$ cat config.mk
export PLATFORM = sky130hd
export DESIGN_NAME = par_bond_ram
export DESIGN_NICKNAME = d
export VERILOG_FILES = /design/src/rtl/par_pkg.sv /design/src/rtl/par_bond_ram.sv
export SDC_FILE = /design/constraint.sdc
export NUM_CORES = 1
export LEC_CHECK = 0
export ABC_CLOCK_PERIOD_IN_PS = 20700
export BUFFER_PORTS_ARGS = -buffer_cell sky130_fd_sc_hd__buf_2
export CAP_MARGIN = 20
export CORE_UTILIZATION = 55
export CTS_CLUSTER_DIAMETER = 120
export CTS_CLUSTER_SIZE = 40
export DETAILED_ROUTE_END_ITERATION = 12
export PLACE_DENSITY_LB_ADDON = 0.12
export SYNTH_ARGS = -nofsm -noshare
export SYNTH_HDL_FRONTEND = slang
export SYNTH_SLANG_ARGS = --single-unit
export TNS_END_PERCENT = 10
$ cat constraint.sdc
create_clock -name clock -period 20.7 [get_ports clock]
set_input_delay 2.07 -clock clock [delete_from_list [all_inputs] [get_ports clock]]
set_output_delay 2.07 -clock clock [all_outputs]
set_load 0.02 [all_outputs]
$ cat src/rtl/par_pkg.sv
// ---------------------------------------------------------------------------
// par_pkg : shared types, constants and AES helpers for the address resolver
// Holds the bond slot count, address type codes and AES round functions.
// ---------------------------------------------------------------------------
`default_nettype none
package par_pkg;

   localparam int BondSlots = 8;
   localparam int SlotW     = 3;

   localparam logic [1:0] ATYPE_PUBLIC = 2'd0;
   localparam logic [1:0] ATYPE_STATIC = 2'd1;
   localparam logic [1:0] ATYPE_RPA    = 2'd2;
   localparam logic [1:0] ATYPE_NRPA   = 2'd3;

   localparam logic OP_WRITE   = 1'b0;
   localparam logic OP_CONNECT = 1'b1;

   localparam int EntryW = 2 + 48 + 128;

   typedef logic [7:0] byte_type;
   typedef byte_type [15:0] block_type;

   // Launch and finish control between the sequencer and the AES core
   typedef struct packed {
      logic       start;
      logic [127:0] key;
      logic [23:0]  prand;
   } aes_req_type;

   typedef struct packed {
      logic        done;
      logic [23:0] hash;
   } aes_rsp_type;

   function automatic byte_type sbox(input byte_type x);
      byte_type t [256];
      t = '{
      8'h63,8'h7c,8'h77,8'h7b,8'hf2,8'h6b,8'h6f,8'hc5,8'h30,8'h01,8'h67,8'h2b,8'hfe,8'hd7,8'hab,8'h76,
      8'hca,8'h82,8'hc9,8'h7d,8'hfa,8'h59,8'h47,8'hf0,8'had,8'hd4,8'ha2,8'haf,8'h9c,8'ha4,8'h72,8'hc0,
      8'hb7,8'hfd,8'h93,8'h26,8'h36,8'h3f,8'hf7,8'hcc,8'h34,8'ha5,8'he5,8'hf1,8'h71,8'hd8,8'h31,8'h15,
      8'h04,8'hc7,8'h23,8'hc3,8'h18,8'h96,8'h05,8'h9a,8'h07,8'h12,8'h80,8'he2,8'heb,8'h27,8'hb2,8'h75,
      8'h09,8'h83,8'h2c,8'h1a,8'h1b,8'h6e,8'h5a,8'ha0,8'h52,8'h3b,8'hd6,8'hb3,8'h29,8'he3,8'h2f,8'h84,
      8'h53,8'hd1,8'h00,8'hed,8'h20,8'hfc,8'hb1,8'h5b,8'h6a,8'hcb,8'hbe,8'h39,8'h4a,8'h4c,8'h58,8'hcf,
      8'hd0,8'hef,8'haa,8'hfb,8'h43,8'h4d,8'h33,8'h85,8'h45,8'hf9,8'h02,8'h7f,8'h50,8'h3c,8'h9f,8'ha8,
      8'h51,8'ha3,8'h40,8'h8f,8'h92,8'h9d,8'h38,8'hf5,8'hbc,8'hb6,8'hda,8'h21,8'h10,8'hff,8'hf3,8'hd2,
      8'hcd,8'h0c,8'h13,8'hec,8'h5f,8'h97,8'h44,8'h17,8'hc4,8'ha7,8'h7e,8'h3d,8'h64,8'h5d,8'h19,8'h73,
      8'h60,8'h81,8'h4f,8'hdc,8'h22,8'h2a,8'h90,8'h88,8'h46,8'hee,8'hb8,8'h14,8'hde,8'h5e,8'h0b,8'hdb,
      8'he0,8'h32,8'h3a,8'h0a,8'h49,8'h06,8'h24,8'h5c,8'hc2,8'hd3,8'hac,8'h62,8'h91,8'h95,8'he4,8'h79,
      8'he7,8'hc8,8'h37,8'h6d,8'h8d,8'hd5,8'h4e,8'ha9,8'h6c,8'h56,8'hf4,8'hea,8'h65,8'h7a,8'hae,8'h08,
      8'hba,8'h78,8'h25,8'h2e,8'h1c,8'ha6,8'hb4,8'hc6,8'he8,8'hdd,8'h74,8'h1f,8'h4b,8'hbd,8'h8b,8'h8a,
      8'h70,8'h3e,8'hb5,8'h66,8'h48,8'h03,8'hf6,8'h0e,8'h61,8'h35,8'h57,8'hb9,8'h86,8'hc1,8'h1d,8'h9e,
      8'he1,8'hf8,8'h98,8'h11,8'h69,8'hd9,8'h8e,8'h94,8'h9b,8'h1e,8'h87,8'he9,8'hce,8'h55,8'h28,8'hdf,
      8'h8c,8'ha1,8'h89,8'h0d,8'hbf,8'he6,8'h42,8'h68,8'h41,8'h99,8'h2d,8'h0f,8'hb0,8'h54,8'hbb,8'h16};
      return t[x];
   endfunction

   function automatic byte_type xtime(input byte_type x);
      return {x[6:0], 1'b0} ^ (x[7] ? 8'h1b : 8'h00);
   endfunction

   // One cipher round on state s (index 0 is first byte), round key rk
   function automatic block_type aes_round(input block_type s, input block_type rk,
                                           input logic last);
      block_type t;
      block_type u;
      block_type o;
      for (int i = 0; i < 16; i++) t[i] = sbox(s[i]);
      for (int c = 0; c < 4; c++)
         for (int r = 0; r < 4; r++) u[r + 4*c] = t[r + 4*((c + r) % 4)];
      o = u;
      if (!last) begin
         for (int c = 0; c < 4; c++) begin
            o[4*c]   = xtime(u[4*c]) ^ xtime(u[4*c+1]) ^ u[4*c+1] ^ u[4*c+2] ^ u[4*c+3];
            o[4*c+1] = u[4*c] ^ xtime(u[4*c+1]) ^ xtime(u[4*c+2]) ^ u[4*c+2] ^ u[4*c+3];
            o[4*c+2] = u[4*c] ^ u[4*c+1] ^ xtime(u[4*c+2]) ^ xtime(u[4*c+3]) ^ u[4*c+3];
            o[4*c+3] = xtime(u[4*c]) ^ u[4*c] ^ u[4*c+1] ^ u[4*c+2] ^ xtime(u[4*c+3]);
         end
      end
      for (int i = 0; i < 16; i++) o[i] = o[i] ^ rk[i];
      return o;
   endfunction

   // Next round key from the current one
   function automatic block_type key_step(input block_type k, input byte_type rcon);
      block_type n;
      n[0] = k[0] ^ sbox(k[13]) ^ rcon;
      n[1] = k[1] ^ sbox(k[14]);
      n[2] = k[2] ^ sbox(k[15]);
      n[3] = k[3] ^ sbox(k[12]);
      for (int i = 4; i < 16; i++) n[i] = k[i] ^ n[i-4];
      return n;
   endfunction

endpackage
`default_nettype wire

$ cat src/rtl/par_bond_ram.sv
// ---------------------------------------------------------------------------
// par_bond_ram : bond table storage, one entry per slot
// Synchronous memory, one write and one registered read port.
// ---------------------------------------------------------------------------
`default_nettype none
module par_bond_ram
   import par_pkg::*;
(
   input  wire logic              clock,
   input  wire logic              wr_en,
   input  wire logic [SlotW-1:0]  wr_addr,
   input  wire logic [EntryW-1:0] wr_data,
   input  wire logic [SlotW-1:0]  rd_addr,
   output logic      [EntryW-1:0] rd_data
);

   logic [EntryW-1:0] mem [BondSlots];

   // Write one entry, read one entry through a registered read port
   always_ff @(posedge clock) begin
      if (wr_en) begin
         mem[wr_addr] <= wr_data;
      end
      rd_data <= mem[rd_addr];
   end

endmodule
`default_nettype wire

; Word level (Yosys, flattened, before mapping)
; Memories as Yosys holds them, arrays and structs flattened. A register that Yosys moved wholly into a read port is not among the register bits.
; Cells that the tools add are included.
[op_classes]
n_mux = 2
[ops]
columns = cell, count
row1 = 1-bit two-way mux, 2
[word_totals]
regBits = 0
mem_bits_rw = 1424
input_bits = 186
out_inout_bits = 178
n_memories = 1
[mem_list]
columns = name, words, width, rd, rd_clocked_by_memory_dff, write_ports, line_no
row1 = mem, 8, 178, 1, 1, 1, par_bond_ram.sv:17  ; logic [EntryW-1:0] mem [BondSlots];

; Depth between registers and ports, before layout
; Gate-level depths: netlist of run 1.
[depth]
ltp_word = 2
depth_mapped = 5
mapped_depth_nobuf = 2

; Worst setup path after synthesis of run 1
; Ideal clock, no wire load.
[synth_timing]
kind = input to register
start = in wr_addr[0]
end = mem mem[0][0] (netlist name), enable pin
t_arrival_ns = 14.318
setup_slack_ns = 5.446
cell_stages = 1
path_cell_list = nor3_1
[synth_rtl]
columns = element, line_no
row1 = "start, declared", par_bond_ram.sv:11  ; input wire logic [SlotW-1:0] wr_addr,
row2 = "end, declared", par_bond_ram.sv:17
; No word-level cell before the write port.

==> metrics.txt, run 1 <==
Max FO, Critical Path 107; Seq cells post-synth 1602; Yosys warnings 0; Worst Skew 0.0294 ns; Synth cell types 13; Avg WL per Cell 27.0 um; final setup margin 15.82 ns; Max-Cap Viols 0; WP buf/inv 3; P per Cell Area 87.0 nW/um^2; critical path launch point type input pin; Syn Nets 2435; Die Ht 324 um; crit end category flip-flop; FF-to-FF setup slack 19.42 ns; initial antenna violation count 41; Async S/R FF share, synth 0%; core footprint 102000 um^2; Post-synth EDFFs 1424; Hold Crit Start mem[6][15]$_DFFE_PP_; Req. time, crit path 21.28 ns; Critical Path, Cell by Cell buf_8 > buf_12 > buf_4 > mux4_2 > mux2_2; total routed wirelength 109 mm; number of global-route vias before repair 24800; Total Neg Setup Slack 0 ns; # rows 117; Lkg Pwr 19.8 nW; largest net degree at the start of global routing 108; gr usage total 20.9%; Gate Count Post-Synth 2249; Post-CTS Hold Fix Bufs 0; I/O Pins 364; Setup CP Type input pin to flip-flop; Seq/Total Area, Yosys 81.1%; main flop type after synthesis edfxtp_1; largest area contributor in the netlist edfxtp_1; worst skew pair latency 0.68 ns; RSZ-0062 raised after global routing no; Compound-Gate Fraction of Synth Area 0%; Avg Cell Area, Syn 25.4 um^2; postcts setup bufs 0; total grt overflow 0; period utilization 23.6%; Initial Util 55.8%; Min-Delay Path Class flip-flop to flip-flop; Reg2Reg Capture Point rd_data[153]$_DFF_P_; Tmin final 4.88 ns; worst slew pin tran 1.12 ns; Fillers 7059; top cells by count, synth 1424 x edfxtp_1, 356 x mux4_2, 178 x dfxtp_1, 178 x mux2_2, 38 x buf_6; CP max stage delay 0.86 ns; Syn-to-layout area delta 8.24%; PortBufs 363; drt via density 5.88; Yosys top cell area share 74.9%; CP arrival 5.46 ns; total power 0.00538 W; DIE WIDTH 324 um; final slew viol count 0; clk sinks 1602; Remaining DRCs 0; Starting DRT DRC Count 1666; FF-to-FF Start mem[7][153]$_DFFE_PP_; CTS buffer count 46; R2R depth 2; die area 105000 um^2; normalized max-slew margin 25.5%; final setup fails 0; root buf cell clkbuf_16; top-count cell post-synth edfxtp_1; largest family of logic cells by synthesized area multiplexers; CTS clk-pin slew, worst paths 0.13 ns; first-pass GRT wire length 159 mm; Synth Area in Simple Gates 0.103%; Area contributors post-synth edfxtp_1 75%, mux4_2 14%, dfxtp_1 6.2%, mux2_2 3.5%, buf_6 0.75%; Max Freq 0.205 GHz; dpl ws 14.98 ns; Sequential Area 46300 um^2; post-synthesis mux area share 17.6%; DP Wirelength 59.6 mm; TritonCTS clock tree built; Synth Cell Area 57100 um^2; CP top delay family buffers and inverters; CTS Buffer Depth 3; CTS H-Tree Depth 2; Antenna Nets Post-Route 0; Hold Path Sink rd_data[15]$_DFF_P_; Placer Congestion 0.703; Via Count 23600; share of cells above drive strength 1 37.9%; layout net count 2788; Slowest cell on crit path buf_4; VDD IR-drop max 84.5 uV; area of the multi-input gates 10100 um^2; run status complete, no violations; Final Hold Fails 0; placed cell area 60400 um^2; drt first pass iters 5; XOR/XNOR Fraction of Synth Area 0%; post-synthesis adder-cell area fraction 0%; number of gates resized after cts 0; Hold Path Depth 2; post-layout util 60.4%; fin area 61800 um^2
==> worst max path at each step <==
stage	startpoint	end	slack, ns	cells after the start
after floorplan	wr_addr[0]	mem[0][0]$_DFFE_PP_	5.45	1
after global placement	rd_addr[0]	rd_data[65]$_DFF_P_	15.04	5
after detailed placement	rd_addr[0]	rd_data[137]$_DFF_P_	14.98	5
after CTS	rd_addr[0]	rd_data[153]$_DFF_P_	15.74	5
after global routing	rd_addr[0]	rd_data[20]$_DFF_P_	15.50	5
final	rd_addr[0]	rd_data[25]$_DFF_P_	15.82	5
==> stage by stage <==
stage	std cells	hold WS (ns)
floorplan	2249	0.657
global placement	3922	0.660
detailed placement	3922	0.668
CTS	4007	0.682
global route	4011	0.707
finish	4017	0.679
==> power by group <==
part	switching (W)	internal, W	total, W	leakage, nW
logic	0.000216	0.000160	0.000376	4.66
registers	0.0000352	0.00365	0.00368	14.4
clock network	0.000861	0.000459	0.00132	0.664
==> flip-flops by register name, indices dropped and copies added (netlist names) <==
signal	count
mem	1424
rd_data	178
==> final cells by class <==
class	count	area share, %
clock inverter	3	0.0749
tap	1368	2.77
antenna	10	0.0405
timing repair buffer	405	3.56
sequential	1602	75.0
clock buffer	82	2.18
multi-input combinational	547	16.4
==> kinds of logic after synthesis <==
family,count (synthesis)
buffers and inverters,100
DFF,1602
muxes,534
and+or+nand+nor,13
==> layer usage <==
metal  vias to the layer above  part of all wire (%)  global-route usage, %
met5                         -                  0.26                      0
met3                       155                   5.9                   4.35
li1                      10100                     -                      -
met4                        50                   1.8                   4.53
met2                       503                    52                   36.6
met1                     12800                    40                   27.2
==> worst reg2reg max path, stage by stage, from the launching register on <==
cell and delay (ns):
edfxtp_1 0.41, mux4_2 0.49, mux2_2 0.29
==> placed cells by master (no fill, tap or decap) <==
cell,n
edfxtp_1,1424
nor3_2,2
dfxtp_1,178
nor2_4,6
clkbuf_1,33
mux2_2,178
clkinv_16,1
nand2b_1,3
clkbuf_16,49
buf_4,39
buf_2,360
clkinv_2,1
buf_8,2
inv_8,1
mux4_2,356
nand2_1,2
clkbuf_8,1
buf_12,3
diode_2,10
No activity file was read; power rests on OpenSTA's default activity.
==> inputs of run 2 (changes only) <==
ABC_CLOCK_PERIOD_IN_PS = 4800   (was 20700)
clock period = 4.8 ns   (was 20.7 ns; I/O delays follow)
==> metrics.txt, run 2 (synthesis results as in run 1) <==
run status complete, no violations; CTS H-Tree Depth 2 (unchanged); Max FO, Critical Path 65 (-39%); number of global-route vias before repair 24900 (+0.29%); Lkg Pwr 19.9 nW (+0.61%); Min-Delay Path Class input pin to flip-flop; initial antenna violation count 35 (-15%); gr usage total 20.8% (-0.088 points); final setup fails 0 (unchanged); VDD IR-drop max 373 uV (+340%); DP Wirelength 59.2 mm (-0.62%); Placed Cells 3925 (+0.076%); Hold Path Depth 1 (-1); max reg flops 1424 (unchanged); normalized max-slew margin 33.4% (+7.9 points); drt first pass iters 4 (-1); Die Ht 324 um (unchanged); clk sinks 1602 (unchanged); die area 105000 um^2 (unchanged); first-pass GRT wire length 159 mm (-0.30%); Antenna Nets Post-Route 0 (unchanged); I/O Pins 364 (unchanged); TritonCTS clock tree built; Largest regs mem: 1424 flops, rd_data: 178 flops; Avg WL per Cell 27.1 um (+0.34%); placed cell area 60700 um^2 (+0.59%); Via Count 23600 (-0.11%); total routed wirelength 109 mm (+0.54%); most common cell after layout, fill and taps aside edfxtp_1; Tmin final 1.97 ns; Post-CTS Hold Fix Bufs 2 (+2); layout net count 2794 (+0.22%); Max Freq 0.506 GHz; Max-Cap Viols 0 (unchanged); R2R depth 2 (unchanged); Setup CP Type input pin to flip-flop; DIE WIDTH 324 um (unchanged); NetSw 0.00486 W (+340%); critical path launch point type input pin; Flop pwr share 68.3% (-0.2 points); Initial Util 55.8% (unchanged); CTS buffer count 46 (unchanged); number of gates resized after cts 0 (unchanged); worst slew pin tran 0.996 ns (-0.122 ns); Net Sw Frac 20.9% (+0.21 points); Starting DRT DRC Count 1875 (+13%); Biggest register mem; RSZ-0062 raised after global routing no; CP arrival 2.55 ns (-2.91 ns); Clk network pwr share 24.7% (+0.2 points); most frequent cells in the layout 1424 x edfxtp_1, 360 x buf_2, 356 x mux4_2, 178 x mux2_2, 178 x dfxtp_1; worst skew pair latency 0.68 ns (about the same); post-layout util 60.8% (+0.40 points); Non-Filler Instances 4025 (+0.20%); # rows 117 (unchanged); combinational power share 7.0% (about the same); drt via density 5.86 (-0.31%); root buf cell clkbuf_16; PortBufs 363 (unchanged); crit end category flip-flop; P per Cell Area 374 nW/um^2 (+330%); Worst Skew 0.0458 ns (+0.0165 ns); CTS Buffer Depth 3 (unchanged); largest net degree at the start of global routing 116 (+7.4%); Remaining DRCs 0 (unchanged); Total Neg Setup Slack 0 ns (unchanged); final slew viol count 0 (unchanged); core footprint 102000 um^2 (unchanged); share of cells above drive strength 1 37.9% (+0.051 points); internal power 0.0184 W (+330%); Req. time, crit path 5.38 ns (-15.90 ns); postcts setup bufs 0 (unchanged); Placer Congestion 0.714 (+1.6%); period utilization 41.1%; Syn-to-layout area delta 8.95%; fin area 62200 um^2 (+0.65%); CTS clk-pin slew, worst paths 0.14 ns (about the same); total grt overflow 0 (unchanged); Final Hold Fails 0 (unchanged)
run 2: changes by cell type in the layout (fill, tap and decap cells not counted), moves of 2 or more:
cell,delta
buf_4,-22
nor3_2,-2
nor3_4,+2
buf_12,+25
clkbuf_1,+2
dlygate4sd3_1,+2
run 2: path summary, 6_finish.rpt:
kind / slack [ns] / start / endpoint
max reg2reg: 3.52 / mem[6][70]$_DFFE_PP_ / rd_data[70]$_DFF_P_
max: 2.83 / rd_addr[0] / rd_data[17]$_DFF_P_
min reg2reg: 0.65 / mem[7][8]$_DFFE_PP_ / rd_data[8]$_DFF_P_
min: 0.05 / wr_data[82] / mem[2][82]$_DFFE_PP_
run 2: metrics by stage:
step	hold WS [ns]	total power [W]	setup slack, ns
finish	0.0481	0.0233	2.83
global route	0.0302	0.0240	2.68
CTS	0.00303	0.0235	2.77
detailed placement	0.669	0.0179	2.04
global placement	0.661	0.0178	2.06
floorplan	0.579	0.0172	-0.968
run 2: final cells by class:
class,count,area [um^2]
multi-input combinational,547,10200
clock inverter,2,37.5
fill,6950,40100
clock buffer,84,1360
tap,1368,1710
timing repair buffer,411,2580
antenna,11,27.5
sequential,1602,46300
run 2: critical path: stages:
cell,delay (ns)
buf_8,0.55
buf_4,0.54
mux4_2,0.56
mux2_2,0.28
run 2: routing by layer:
metal | GRT usage [%] | wire, um | vias up
li1 | - | - | 10100
met3 | 3.97 | 5710 | 149
met4 | 5.52 | 2590 | 38
met2 | 37.4 | 57800 | 487
met1 | 25.9 | 42900 | 12800
met5 | 0 | 253 | -
run 2: power by group through the flow:
stage | clock [W] | sequential (W) | combinational (W)
2_1_floorplan | 0 | 0.0164 | 0.000827
3_3_place_gp | 0 | 0.0162 | 0.00164
3_5_place_dp | 0 | 0.0162 | 0.00167
4_1_cts | 0.00590 | 0.0159 | 0.00168
5_1_grt | 0.00626 | 0.0159 | 0.00176
6_report | 0.00574 | 0.0159 | 0.00164
